[config.mk]
export PLATFORM = sky130hd
export DESIGN_NAME = pad_key_auto_repeat
export DESIGN_NICKNAME = d
export VERILOG_FILES = /design/src/sv/pka_pkg.sv /design/src/sv/pka_regs.sv /design/src/sv/pka_front.sv /design/src/sv/pka_queue.sv /design/src/sv/pka_back.sv /design/src/sv/pad_key_auto_repeat.sv
export SDC_FILE = /design/constraint.sdc
export NUM_CORES = 1
export LEC_CHECK = 0
export BUFFER_PORTS_ARGS = -buffer_cell sky130_fd_sc_hd__buf_2
export CAP_MARGIN = 40
export CORE_ASPECT_RATIO = 0.9
export CORE_MARGIN = 8
export CORE_UTILIZATION = 55
export DETAILED_ROUTE_END_ITERATION = 8
export PLACE_DENSITY_LB_ADDON = 0.25
export RECOVER_POWER = 50
export SLEW_MARGIN = 20
export SYNTH_ARGS = -nofsm -noshare
export SYNTH_HDL_FRONTEND = slang
export SYNTH_HIERARCHICAL = 1
export SYNTH_SLANG_ARGS = --single-unit
export TNS_END_PERCENT = 20
[constraint.sdc]
create_clock -name clk -period 6.7 [get_ports clk]
set_input_delay 0.67 -clock clk [delete_from_list [all_inputs] [get_ports clk]]
set_output_delay 0.67 -clock clk [all_outputs]
set_load 0.02 [all_outputs]
[src/sv/pka_pkg.sv]
`timescale 1ns / 1ps
// Shared types and constants for the pad key auto-repeat block.
// Depends on nothing; every module of the block imports it.
package pka_pkg;

    // Time arithmetic width and key count
    localparam int TIME_BITS = 32;
    localparam int NKEYS     = 16;
    localparam int KEY_BITS  = 4;
    localparam int NBUTTONS  = 14;

    // Fixed key positions
    localparam logic [KEY_BITS-1:0] KEY_UP    = KEY_BITS'(10);
    localparam logic [KEY_BITS-1:0] KEY_DOWN  = KEY_BITS'(11);
    localparam logic [KEY_BITS-1:0] KEY_LEFT  = KEY_BITS'(12);
    localparam logic [KEY_BITS-1:0] KEY_RIGHT = KEY_BITS'(13);
    localparam logic [KEY_BITS-1:0] KEY_LTRIG = KEY_BITS'(14);
    localparam logic [KEY_BITS-1:0] KEY_RTRIG = KEY_BITS'(15);
    localparam logic [KEY_BITS-1:0] KEY_LAST  = KEY_BITS'(NKEYS - 1);

    // Request codes
    localparam logic REQ_POLL  = 1'b0;
    localparam logic REQ_CLEAR = 1'b1;

    // Register map (index = byte address / 4)
    localparam int ADDR_BITS = 5;
    localparam logic [2:0] REG_ENABLE    = 3'd0;
    localparam logic [2:0] REG_TRIG_TH   = 3'd1;
    localparam logic [2:0] REG_DIR_TH    = 3'd2;
    localparam logic [2:0] REG_FIRST_DLY = 3'd3;
    localparam logic [2:0] REG_REPEAT    = 3'd4;

    // Register reset values
    localparam logic        RST_ENABLE    = 1'b1;
    localparam logic [14:0] RST_TRIG_TH   = 15'd6554;
    localparam logic [14:0] RST_DIR_TH    = 15'd22938;
    localparam logic [15:0] RST_FIRST_DLY = 16'd500;
    localparam logic [15:0] RST_REPEAT    = 16'd100;

    typedef struct packed {
        logic        enable;
        logic [14:0] trig_th;
        logic [14:0] dir_th;
        logic [15:0] first_dly;
        logic [15:0] repeat_ivl;
    } cfg_t;

    // One classified poll, handed from the front end to the key scanner
    typedef struct packed {
        logic [TIME_BITS-1:0] now;
        logic [NKEYS-1:0]     levels;
        logic                 repeat_ok;
    } entry_t;

    // One key event
    typedef struct packed {
        logic [KEY_BITS-1:0] key;
        logic                pressed;
        logic                is_repeat;
    } event_t;

endpackage

[src/sv/pka_regs.sv]
`timescale 1ns / 1ps
// APB-style configuration registers of the pad key auto-repeat block.
// Depends on pka_pkg.
module pka_regs (
    input  logic                            clk,
    input  logic                            rst_n,
    input  logic                            psel,
    input  logic                            penable,
    input  logic                            pwrite,
    input  logic [pka_pkg::ADDR_BITS-1:0]   paddr,
    input  logic [31:0]                     pwdata,
    output logic [31:0]                     prdata,
    output logic                            pready,
    output pka_pkg::cfg_t                   cfg
);
    import pka_pkg::*;

    cfg_t       cfg_reg;
    cfg_t       cfg_next;
    logic [2:0] reg_idx;
    logic       wr_en;

    assign pready  = 1'b1;
    assign reg_idx = paddr[4:2];
    assign wr_en   = psel && penable && pwrite;
    assign cfg     = cfg_reg;

    // Register write decode; unknown indexes are dropped
    always_comb
    begin
        cfg_next = cfg_reg;
        if (wr_en)
        begin
            unique case (reg_idx)
                REG_ENABLE:    cfg_next.enable     = pwdata[0];
                REG_TRIG_TH:   cfg_next.trig_th    = pwdata[14:0];
                REG_DIR_TH:    cfg_next.dir_th     = pwdata[14:0];
                REG_FIRST_DLY: cfg_next.first_dly  = pwdata[15:0];
                REG_REPEAT:    cfg_next.repeat_ivl = pwdata[15:0];
                default:       cfg_next = cfg_reg;
            endcase
        end
    end

    always_ff @(posedge clk or negedge rst_n)
    begin
        if (!rst_n)
        begin
            cfg_reg.enable     <= RST_ENABLE;
            cfg_reg.trig_th    <= RST_TRIG_TH;
            cfg_reg.dir_th     <= RST_DIR_TH;
            cfg_reg.first_dly  <= RST_FIRST_DLY;
            cfg_reg.repeat_ivl <= RST_REPEAT;
        end
        else
        begin
            cfg_reg <= cfg_next;
        end
    end

    // Read-back mux
    always_comb
    begin
        unique case (reg_idx)
            REG_ENABLE:    prdata = {31'd0, cfg_reg.enable};
            REG_TRIG_TH:   prdata = {17'd0, cfg_reg.trig_th};
            REG_DIR_TH:    prdata = {17'd0, cfg_reg.dir_th};
            REG_FIRST_DLY: prdata = {16'd0, cfg_reg.first_dly};
            REG_REPEAT:    prdata = {16'd0, cfg_reg.repeat_ivl};
            default:       prdata = 32'd0;
        endcase
    end

endmodule

[src/sv/pka_front.sv]
`timescale 1ns / 1ps
// Front end: turns one poll or clear request into 16 key levels.
// Depends on pka_pkg.
module pka_front (
    input  pka_pkg::cfg_t   cfg,
    input  logic            req_type,
    input  logic [31:0]     now_ms,
    input  logic [13:0]     button_bits,
    input  logic [15:0]     stick_x,
    input  logic [15:0]     stick_y,
    input  logic [15:0]     left_trigger_level,
    input  logic [15:0]     right_trigger_level,
    input  logic            menu_active,
    output pka_pkg::entry_t entry
);
    import pka_pkg::*;

    logic signed [16:0] sx;
    logic signed [16:0] sy;
    logic signed [16:0] lt;
    logic signed [16:0] rt;
    logic signed [16:0] trig_th;
    logic signed [16:0] dir_th;
    logic signed [16:0] dir_th_neg;
    logic [NKEYS-1:0]   levels;

    // Sign-extend samples, zero-extend thresholds into a common signed width
    assign sx         = signed'({stick_x[15], stick_x});
    assign sy         = signed'({stick_y[15], stick_y});
    assign lt         = signed'({left_trigger_level[15], left_trigger_level});
    assign rt         = signed'({right_trigger_level[15], right_trigger_level});
    assign trig_th    = signed'({2'b00, cfg.trig_th});
    assign dir_th     = signed'({2'b00, cfg.dir_th});
    assign dir_th_neg = -dir_th;

    // Key levels; a clear or a disabled block reads every key as released
    always_comb
    begin
        levels = '0;
        if (req_type == REQ_POLL && cfg.enable)
        begin
            levels[NBUTTONS-1:0] = button_bits;
            levels[KEY_LTRIG]    = (lt >= trig_th);
            levels[KEY_RTRIG]    = (rt >= trig_th);
            if (menu_active)
            begin
                levels[KEY_UP]    = levels[KEY_UP]    || (sy <= dir_th_neg);
                levels[KEY_DOWN]  = levels[KEY_DOWN]  || (sy >= dir_th);
                levels[KEY_LEFT]  = levels[KEY_LEFT]  || (sx <= dir_th_neg);
                levels[KEY_RIGHT] = levels[KEY_RIGHT] || (sx >= dir_th);
            end
        end
    end

    assign entry.now       = TIME_BITS'(now_ms);
    assign entry.levels    = levels;
    assign entry.repeat_ok = menu_active && (req_type == REQ_POLL);

endmodule

[src/sv/pka_queue.sv]
`timescale 1ns / 1ps
// Two-entry queue of classified requests between front end and key scanner.
// Depends on pka_pkg.
module pka_queue (
    input  logic            clk,
    input  logic            rst_n,
    input  logic            wr,
    input  pka_pkg::entry_t wr_data,
    output logic            full,
    input  logic            rd,
    output logic            vld,
    output pka_pkg::entry_t rd_data
);
    import pka_pkg::*;

    entry_t     mem [2];
    logic       wr_ptr_reg;
    logic       wr_ptr_next;
    logic       rd_ptr_reg;
    logic       rd_ptr_next;
    logic [1:0] count_reg;
    logic [1:0] count_next;
    logic       do_wr;
    logic       do_rd;

    assign full    = (count_reg == 2'd2);
    assign vld     = (count_reg != 2'd0);
    assign do_wr   = wr && !full;
    assign do_rd   = rd && vld;
    assign rd_data = mem[rd_ptr_reg];

    // Pointer and fill count update
    always_comb
    begin
        wr_ptr_next = do_wr ? ~wr_ptr_reg : wr_ptr_reg;
        rd_ptr_next = do_rd ? ~rd_ptr_reg : rd_ptr_reg;
        count_next  = count_reg;
        if (do_wr && !do_rd)
            count_next = count_reg + 2'd1;
        else if (do_rd && !do_wr)
            count_next = count_reg - 2'd1;
    end

    always_ff @(posedge clk or negedge rst_n)
    begin
        if (!rst_n)
        begin
            wr_ptr_reg <= 1'b0;
            rd_ptr_reg <= 1'b0;
            count_reg  <= 2'd0;
        end
        else
        begin
            wr_ptr_reg <= wr_ptr_next;
            rd_ptr_reg <= rd_ptr_next;
            count_reg  <= count_next;
        end
    end

    // Storage
    always_ff @(posedge clk)
    begin
        if (do_wr)
            mem[wr_ptr_reg] <= wr_data;
    end

endmodule

[src/sv/pka_back.sv]
`timescale 1ns / 1ps
// Back end: scans the 16 keys of the head request one per cycle unless an event meets a
// full result register; keeps held flags, repeat deadlines and results. Depends on pka_pkg.
module pka_back (
    input  logic            clk,
    input  logic            rst_n,
    input  pka_pkg::cfg_t   cfg,
    input  logic            q_vld,
    input  pka_pkg::entry_t q_entry,
    output logic            q_pop,
    input  logic            pop,
    output logic            empty,
    output logic [pka_pkg::KEY_BITS-1:0] key_index,
    output logic            pressed,
    output logic            is_repeat,
    output logic            last
);
    import pka_pkg::*;

    // Scan state
    logic [KEY_BITS-1:0]  idx_reg;
    logic [KEY_BITS-1:0]  idx_next;
    logic                 flush_reg;
    logic                 flush_next;
    logic                 pend_vld_reg;
    logic                 pend_vld_next;
    event_t               pend_reg;
    event_t               pend_next;
    logic [NKEYS-1:0]     held_reg;
    logic [NKEYS-1:0]     held_next;
    logic [TIME_BITS-1:0] deadline_reg [NKEYS];

    // Result register
    logic                 out_vld_reg;
    logic                 out_vld_next;
    event_t               out_reg;
    logic                 out_last_reg;

    // Per-key evaluation
    logic                 level;
    logic                 held;
    logic [TIME_BITS-1:0] diff;
    logic                 reached;
    logic                 chg;
    logic                 rep;
    logic                 ev;
    logic                 out_space;
    logic                 scan;
    logic                 step;
    logic                 dl_wr;
    logic [TIME_BITS-1:0] dl_wdata;
    logic                 out_load;
    event_t               out_data;
    logic                 out_data_last;

    assign out_space = !out_vld_reg || pop;
    assign level     = q_entry.levels[idx_reg];
    assign held      = held_reg[idx_reg];
    assign diff      = q_entry.now - deadline_reg[idx_reg];
    assign reached   = !diff[TIME_BITS-1];
    assign chg       = (level != held);
    assign rep       = !chg && level && q_entry.repeat_ok && reached;
    assign ev        = chg || rep;
    assign scan      = q_vld && !flush_reg;
    // A new event displaces the pending one, which then needs a free result slot
    assign step      = scan && !(ev && pend_vld_reg && !out_space);
    assign dl_wr     = step && ev;
    assign dl_wdata  = q_entry.now + (chg ? TIME_BITS'(cfg.first_dly)
                                          : TIME_BITS'(cfg.repeat_ivl));

    // Scan sequencing; the last event of a request is held back until the
    // closing cycle so that it can be marked
    always_comb
    begin
        idx_next      = idx_reg;
        flush_next    = flush_reg;
        pend_vld_next = pend_vld_reg;
        pend_next     = pend_reg;
        held_next     = held_reg;
        q_pop         = 1'b0;
        out_load      = 1'b0;
        out_data      = pend_reg;
        out_data_last = 1'b0;
        if (step)
        begin
            if (chg)
                held_next[idx_reg] = level;
            if (ev)
            begin
                out_load            = pend_vld_reg;
                pend_vld_next       = 1'b1;
                pend_next.key       = idx_reg;
                pend_next.pressed   = level;
                pend_next.is_repeat = rep;
            end
            if (idx_reg == KEY_LAST)
                flush_next = 1'b1;
            else
                idx_next = idx_reg + KEY_BITS'(1);
        end
        else if (q_vld && flush_reg && (!pend_vld_reg || out_space))
        begin
            out_load      = pend_vld_reg;
            out_data_last = 1'b1;
            pend_vld_next = 1'b0;
            flush_next    = 1'b0;
            idx_next      = '0;
            q_pop         = 1'b1;
        end
    end

    assign out_vld_next = out_load ? 1'b1 : (pop ? 1'b0 : out_vld_reg);

    always_ff @(posedge clk or negedge rst_n)
    begin
        if (!rst_n)
        begin
            idx_reg      <= '0;
            flush_reg    <= 1'b0;
            pend_vld_reg <= 1'b0;
            held_reg     <= '0;
            out_vld_reg  <= 1'b0;
        end
        else
        begin
            idx_reg      <= idx_next;
            flush_reg    <= flush_next;
            pend_vld_reg <= pend_vld_next;
            held_reg     <= held_next;
            out_vld_reg  <= out_vld_next;
        end
    end

    // Payload registers: pending event, result, deadlines
    always_ff @(posedge clk)
    begin
        pend_reg <= pend_next;
        if (out_load)
        begin
            out_reg      <= out_data;
            out_last_reg <= out_data_last;
        end
        if (dl_wr)
            deadline_reg[idx_reg] <= dl_wdata;
    end

    assign empty     = !out_vld_reg;
    assign key_index = out_reg.key;
    assign pressed   = out_reg.pressed;
    assign is_repeat = out_reg.is_repeat;
    assign last      = out_last_reg;

    // Idle scanner holds no stale position or pending event
    a_idle_clean: assert property (@(posedge clk) disable iff (!rst_n)
        !q_vld |-> (idx_reg == '0 && !flush_reg && !pend_vld_reg))
        else $error("scanner not clean while idle");

    // Closing cycle only follows the last key
    a_flush_at_end: assert property (@(posedge clk) disable iff (!rst_n)
        flush_reg |-> (idx_reg == KEY_LAST))
        else $error("closing cycle away from last key");

    // Retiring a request restarts the scan cleanly
    a_pop_restart: assert property (@(posedge clk) disable iff (!rst_n)
        q_pop |=> (idx_reg == '0 && !flush_reg && !pend_vld_reg))
        else $error("scan not restarted after retire");

    // A marked final event only comes from the closing cycle
    a_last_from_flush: assert property (@(posedge clk) disable iff (!rst_n)
        (out_load && out_data_last) |-> (flush_reg && q_pop))
        else $error("final event marked outside closing cycle");

endmodule

[src/sv/pad_key_auto_repeat.sv]
`timescale 1ns / 1ps
// Pad key auto-repeat: one request in, up to 16 key events out.
// Requests are scanned one at a time: a serial scan of the 16 keys through the single
// deadline read port, then a closing step that marks the last event. A two-entry queue
// accepts further requests while one is being scanned.
// Reset: all keys released, registers at their defaults, no clearing pass.
module pad_key_auto_repeat (
    input  logic        clk,
    input  logic        rst_n,
    // Configuration port
    input  logic        psel,
    input  logic        penable,
    input  logic        pwrite,
    input  logic [pka_pkg::ADDR_BITS-1:0] paddr,
    input  logic [31:0] pwdata,
    output logic [31:0] prdata,
    output logic        pready,
    // Request side
    input  logic        push,
    output logic        full,
    input  logic        req_type,
    input  logic [31:0] now_ms,
    input  logic [13:0] button_bits,
    input  logic [15:0] stick_x,
    input  logic [15:0] stick_y,
    input  logic [15:0] left_trigger_level,
    input  logic [15:0] right_trigger_level,
    input  logic        menu_active,
    // Event side
    output logic        empty,
    input  logic        pop,
    output logic [pka_pkg::KEY_BITS-1:0] key_index,
    output logic        pressed,
    output logic        is_repeat,
    output logic        last
);
    import pka_pkg::*;

    cfg_t   cfg;
    entry_t fe_entry;
    entry_t q_entry;
    logic   q_vld;
    logic   q_pop;

    pka_regs u_regs (
        .clk     (clk),
        .rst_n   (rst_n),
        .psel    (psel),
        .penable (penable),
        .pwrite  (pwrite),
        .paddr   (paddr),
        .pwdata  (pwdata),
        .prdata  (prdata),
        .pready  (pready),
        .cfg     (cfg)
    );

    pka_front u_front (
        .cfg                 (cfg),
        .req_type            (req_type),
        .now_ms              (now_ms),
        .button_bits         (button_bits),
        .stick_x             (stick_x),
        .stick_y             (stick_y),
        .left_trigger_level  (left_trigger_level),
        .right_trigger_level (right_trigger_level),
        .menu_active         (menu_active),
        .entry               (fe_entry)
    );

    pka_queue u_queue (
        .clk     (clk),
        .rst_n   (rst_n),
        .wr      (push),
        .wr_data (fe_entry),
        .full    (full),
        .rd      (q_pop),
        .vld     (q_vld),
        .rd_data (q_entry)
    );

    pka_back u_back (
        .clk       (clk),
        .rst_n     (rst_n),
        .cfg       (cfg),
        .q_vld     (q_vld),
        .q_entry   (q_entry),
        .q_pop     (q_pop),
        .pop       (pop),
        .empty     (empty),
        .key_index (key_index),
        .pressed   (pressed),
        .is_repeat (is_repeat),
        .last      (last)
    );

endmodule

### After elaboration in Yosys (flattened, before gate mapping)

Memory sizes are Yosys's and may differ from the RTL's.
Cells that the tools add are included.

| cells by class | value |
|---|---|
| add/sub/neg operators | 6 |
| $lt $le $gt $ge | 8 |
| equality and inequality tests | 10 |
| mux-type cells | 32 |
| bitwise gates (word level) | 3 |
| reductions and logical operators | 51 |

Operator list:

| cell | count |
|---|---|
| $pmux 16 s5 | 1 |
| $ge 16x16->1 | 4 |
| $le 16x17->1 | 2 |
| $add 32x32->32 | 1 |
| $mux 16 | 2 |
| $sub 32x32->32 | 1 |
| $reduce_and 2->1 | 10 |
| $logic_and 1x1->1 | 19 |
| $mux 1 | 19 |
| $neg 15->17 | 1 |
| $bwmux 16 | 1 |
| $mux 4 | 4 |
| $logic_not 1->1 | 10 |
| $bmux 1 s4 | 2 |
| $reduce_bool 2->1 | 4 |
| $logic_or 1x1->1 | 7 |
| $eq 3x2->1 const B | 2 |
| $lt 4x5->1 const B | 1 |
| $add 4x1->4 const B | 1 |
| $demux 1 s4 | 1 |
| $eq 4x4->1 const B | 1 |
| $ge 4x1->1 const B | 1 |
| $mux 2 | 2 |
| $ne 2x2->1 const B | 2 |
| other kinds (9) | 11 |

| word-level totals | value |
|---|---|
| register bits | 103 |
| RAM bits | 610 |
| input port bits | 156 |
| logic and storage cells | 132 |
| memories kept | 2 |

Memory list:

| name | words | width | read ports | clocked after memory_dff | write ports | RTL line | text |
|---|---|---|---|---|---|---|---|
| u_back.deadline_reg | 16 | 32 | 1 | 0 | 1 | pka_back.sv:31 | `logic [TIME_BITS-1:0] deadline_reg [NKEYS];` |
| u_queue.mem | 2 | 49 | 1 | 0 | 1 | pka_queue.sv:16 | `entry_t mem [2];` |

### Longest topological paths before layout

An unclocked memory read counts as a cell.

| depth | value |
|---|---|
| depth in word-level cells | 18 |
| gate-level depth with buffers | 19 |

### Hierarchy

The synthesis kept the hierarchy.

By module, submodules not included:

| module | instances | cells each | area each (um^2) | seq. area each (um^2) |
|---|---|---|---|---|
| pka_back | 1 | 1158 | 23125.9 | 16340.7 |
| pka_queue | 1 | 172 | 3990.1 | 3042.9 |
| pka_regs | 1 | 216 | 3006.6 | 1607.8 |
| pka_front | 1 | 369 | 2836.5 | 0.0 |

### Least setup slack after synthesis

Ideal clock, no wire load.

| timing path | value |
|---|---|
| path kind | register -> register |
| start point | register u_back.idx_reg[0] |
| end point | memory u_back.deadline_reg[0][20] (data pin) |
| arrival | 6.109 ns |
| slack | 0.302 ns |
| cell stages (with the launch flop) | 20 |
| path buffers | 6 |
| path through | dfrtp_1 -> buf_6 -> buf_2 -> clkbuf_1 -> clkbuf_1 -> mux4_2 -> mux4_2 -> ha_1 -> clkbuf_1 -> buf_1 -> mux2_2 -> ha_1 -> a21oi_1 -> o21ai_0 -> a41oi_1 -> a311o_1 -> a31o_2 -> nor2_1 -> and3_1 -> xor2_1 |

| on the way | value |
|---|---|
| word-level cells in the longest chain between the ends | 5 |

RTL lines:

| item | RTL line | text |
|---|---|---|
| from (decl) | pka_back.sv:21 | `logic [KEY_BITS-1:0] idx_reg;` |
| from (signal assigned) | pka_back.sv:126 | `idx_reg <= idx_next;` |
| $bmux 1 s4 (on tied branches) | pka_back.sv:57, pka_back.sv:58 |  |
| $mux 1 (on tied branches) | pka_back.sv:57, pka_back.sv:58 |  |
| $ne 1x1->1 (*) | pka_back.sv:61 | `assign chg = (level != held);` |
| $mux 16 (*) | pka_back.sv:68 | `assign dl_wdata = q_entry.now + (chg ? TIME_BITS'(cfg.first_dly)` |
| $add 32x32->32 (*) | pka_back.sv:68 |  |
| net u_back.dl_wdata[20] | pka_back.sv:51 | `logic [TIME_BITS-1:0] dl_wdata;` |
| to (decl) | pka_back.sv:31 |  |

The timed path passes the listed nets; every way through them passes the cells marked *. The select of a mux whose other input is x is not followed.

==> flow_metrics.env <==
export IMPL_drtIter0Drc=1558
export IMPL_netlist_area_leader_share_pct=56.8
export IMPL_p_per_area_mw_per_mm2=547
export IMPL_dieArea_mm2=0.0680
export IMPL_rsz0062_at_grt="no"
export IMPL_final_cell_count_no_fill=2977
export IMPL_hold_path_class="input pin to flip-flop"
export IMPL_startpoint_type="flip-flop"
export IMPL_syn_inst=1915
export IMPL_clock_path_buffers=3
export IMPL_synth_area_leader_cell="edfxtp_1"
export IMPL_timing_final_crit_share_pct=92.4
export IMPL_synth_area_mm2=0.0330
export IMPL_cts_tree="yes"
export IMPL_cp_max_fo=19
export IMPL_cts_sinks=713
export IMPL_drive_above_1_share_pct=28.5
export IMPL_path_clk_slew_ps=60
export IMPL_period_needed_ps=6190
export IMPL_start_util_pct=55.3
export IMPL_antenna_found_initial=2
export IMPL_grt_pass1_vias=18600
export IMPL_crit_type="flip-flop to flip-flop"
export IMPL_yosysSeqAreaShare_pct=63.7
export IMPL_viasPerCell=6.06
export IMPL_post_drt_wl_per_cell_um=25.5
export IMPL_power_switching_uw=7080
export IMPL_drv_cap=7
export IMPL_rows=85
export IMPL_p_sw_share_pct=34.9
export IMPL_cts_resized=0
export IMPL_port_buffers=162
export IMPL_p_int_uw=13200
export IMPL_slew_viol_final=203
export IMPL_die_h_um=248
export IMPL_setup_tns_ps=0
export IMPL_synth_area_leaders="edfxtp_1, mux4_2, ha_1"
export IMPL_place_congestion=0.885
export IMPL_detail_route_wirelength_um=75800
export IMPL_track_usage_pct=22.3
export IMPL_largest_reg_flops=512
export IMPL_critPathRequiredTime_ps=7140
export IMPL_relSlewSlack_pct=-133
export IMPL_grt_pass1_wl_um=114000
export IMPL_avgSynthCellArea_um2=17.2
export IMPL_vdd_drop_max_v=0.000509
export IMPL_synthDistinctLibCells=85
export IMPL_synth_edf_count=623
export IMPL_worstSkewPairLatency_ps=610
export IMPL_seq_area_mm2=0.0210
export IMPL_place_hpwl_um=48900
export IMPL_pwr_share_clk_pct=19.0
export IMPL_htreeDepth=3
export IMPL_grt_max_degree=136
export IMPL_setup_viol=0
export IMPL_hold_viol_final=0
export IMPL_synth_ff_type="edfxtp_1"
export IMPL_seq_power_share_pct=39.5
export IMPL_p_total_uw=20300
export IMPL_fin_nets=2437
export IMPL_outcome="complete, but fails checks"
export IMPL_antenna_left=0
export IMPL_p_leak_uw=0.0136
export IMPL_multi_input_area_mm2=0.0109
export IMPL_fin_skew_ps=23.2
export IMPL_die_w_um=274
export IMPL_ys_ff_latch=713
export IMPL_arrival_ps=6630
export IMPL_drtPass1Iterations=5
export IMPL_violations="capacitance limit, slew limit"
export IMPL_max_freq_ghz=0.162
export IMPL_ios=198
export IMPL_fillCellCount=4314
export IMPL_vias=18000
export IMPL_ys_warnings_count=6
export IMPL_combPwrFrac_pct=41.5
export IMPL_placedCellCount=2831
export IMPL_drc=0
export IMPL_cts_buffers=72
export IMPL_clockRootBuffer="clkbuf_16"
export IMPL_core_mm2=0.0596
export IMPL_syn2layout_area_growth_pct=12.4
export IMPL_worst_hold_slack_ps=255
export IMPL_end_kind="flip-flop"
export IMPL_async_flop_share_pct=12.6
export IMPL_worstMarginPinSlew_ps=3490
export IMPL_grt_overflow_total=0
==> cell usage after synthesis, drive strengths merged (25+ instances only) <==
master  instances
inv            95
dfstp          25
buf            84
xnor2          29
dfrtp          65
clkbuf         30
nand2          53
a21oi          44
nor2           73
mux4          169
mux2          144
ha            141
o21ai          28
edfxtp        623
==> power by group through the flow <==
stage          Clock [µW]  Sequential, µW  Combinational [µW]
4_1_cts              3910            7990                8570
6_report             3840            8000                8420
2_1_floorplan           0            7930                5840
3_3_place_gp            0            8020                8070
3_5_place_dp            0            8070                8510
5_1_grt              4070            8080                9190
==> repair_timing <==
action,CTS,global route
buffers inserted,0,0
endpoints found under the hold margin,14,0
hold buffers,1,0
==> per-layer routing <==
layer	wire length, µm	track usage, %	share of wire, %
met1	31900	31.2	42
met4	1370	5.44	1.8
met2	37100	36.5	49
met3	5460	4.10	7.2
met5	0	0	0
==> final cells by class <==
type / count / area share [%]
Multi-Input combinational cell: 1008 / 29.4
Timing Repair Buffer: 249 / 4.20
Antenna cell: 2 / 0.0135
Clock inverter: 36 / 0.801
Clock buffer: 91 / 5.25
Inverter: 95 / 0.963
Tap cell: 783 / 2.65
Sequential cell: 713 / 56.7
==> metrics by stage <==
step | worst slack (ps) | instance area, µm² | util, %
4_1_cts | 281 | 37200 | 62.4
2_1_floorplan | 302 | 33000 | -
5_1_grt | 129 | 37000 | 62.2
6_report | 512 | 37000 | 62.2
3_5_place_dp | 336 | 34900 | 58.7
3_3_place_gp | 493 | 34800 | 58.4
==> worst paths after layout <==
path                       slack [ps]  cells after the start                              endpoint                           start
max                               510                     16  u_back/deadline_reg[0][31]$_DFFE_PP_  u_queue/rd_ptr_reg$_DFFE_PN0P_
min                               260                      1          u_queue/mem[0][37]$_DFFE_PP_                      now_ms[20]
max reg2reg                       510                     16  u_back/deadline_reg[0][31]$_DFFE_PP_  u_queue/rd_ptr_reg$_DFFE_PN0P_
min reg2reg                       420                      0         u_back/key_index[3]$_DFFE_PP_    u_back/out_data[5]$_DFFE_PN_
max in group asynchronous        1430                      4        u_queue/rd_ptr_reg$_DFFE_PN0P_                           rst_n
min in group asynchronous         820                      2            u_regs/cfg[56]$_DFFE_PN0P_                           rst_n
==> worst max-delay path, stage by stage, from the launching register on <==
cell and delay [ps]:
dfrtp_4 650, mux2_1 370, mux4_2 500, mux4_2 530, ha_1 540, buf_12 200, mux2_2 340, ha_1 220
or4_1 580, o211a_1 270, o2111ai_1 250, a31oi_1 250, a21oi_1 280, buf_4 230, nor2_1 90, xor2_1 410
buf_2 300
==> kinds of logic after synthesis <==
logic type | after synthesis | synth area share [%]
other cells | 2 | 0.0228
xor+xnor | 47 | 1.27
buf+inv | 209 | 3.37
compound gates | 191 | 4.12
flops | 713 | 63.7
mux | 329 | 17.5
simple gates | 282 | 4.58
fa+ha+maj | 142 | 5.41
==> layout by cell type, fill, tap and decap left out, types with 14 or more instances in the layout <==
cell	Yosys	final
o21ai_0	28	28
buf_4	53	26
a221o_1	16	16
o21a_1	15	15
nor2_1	70	71
xnor2_1	29	28
nand2_1	50	53
xor2_1	17	17
a21o_1	18	18
mux4_2	167	167
clkbuf_1	30	80
a21oi_1	44	44
mux2_2	74	73
edfxtp_1	623	623
inv_1	94	95
mux2_4	49	48
dfrtp_1	65	60
mux2i_1	16	16
clkbuf_16	0	74
mux2_1	21	23
nand3_1	19	19
ha_1	141	141
buf_12	5	18
conb_1	2	17
nor3_1	13	14
nand4_1	22	22
buf_2	8	125
dfstp_2	25	22
(Power assumes the default switching activity.)
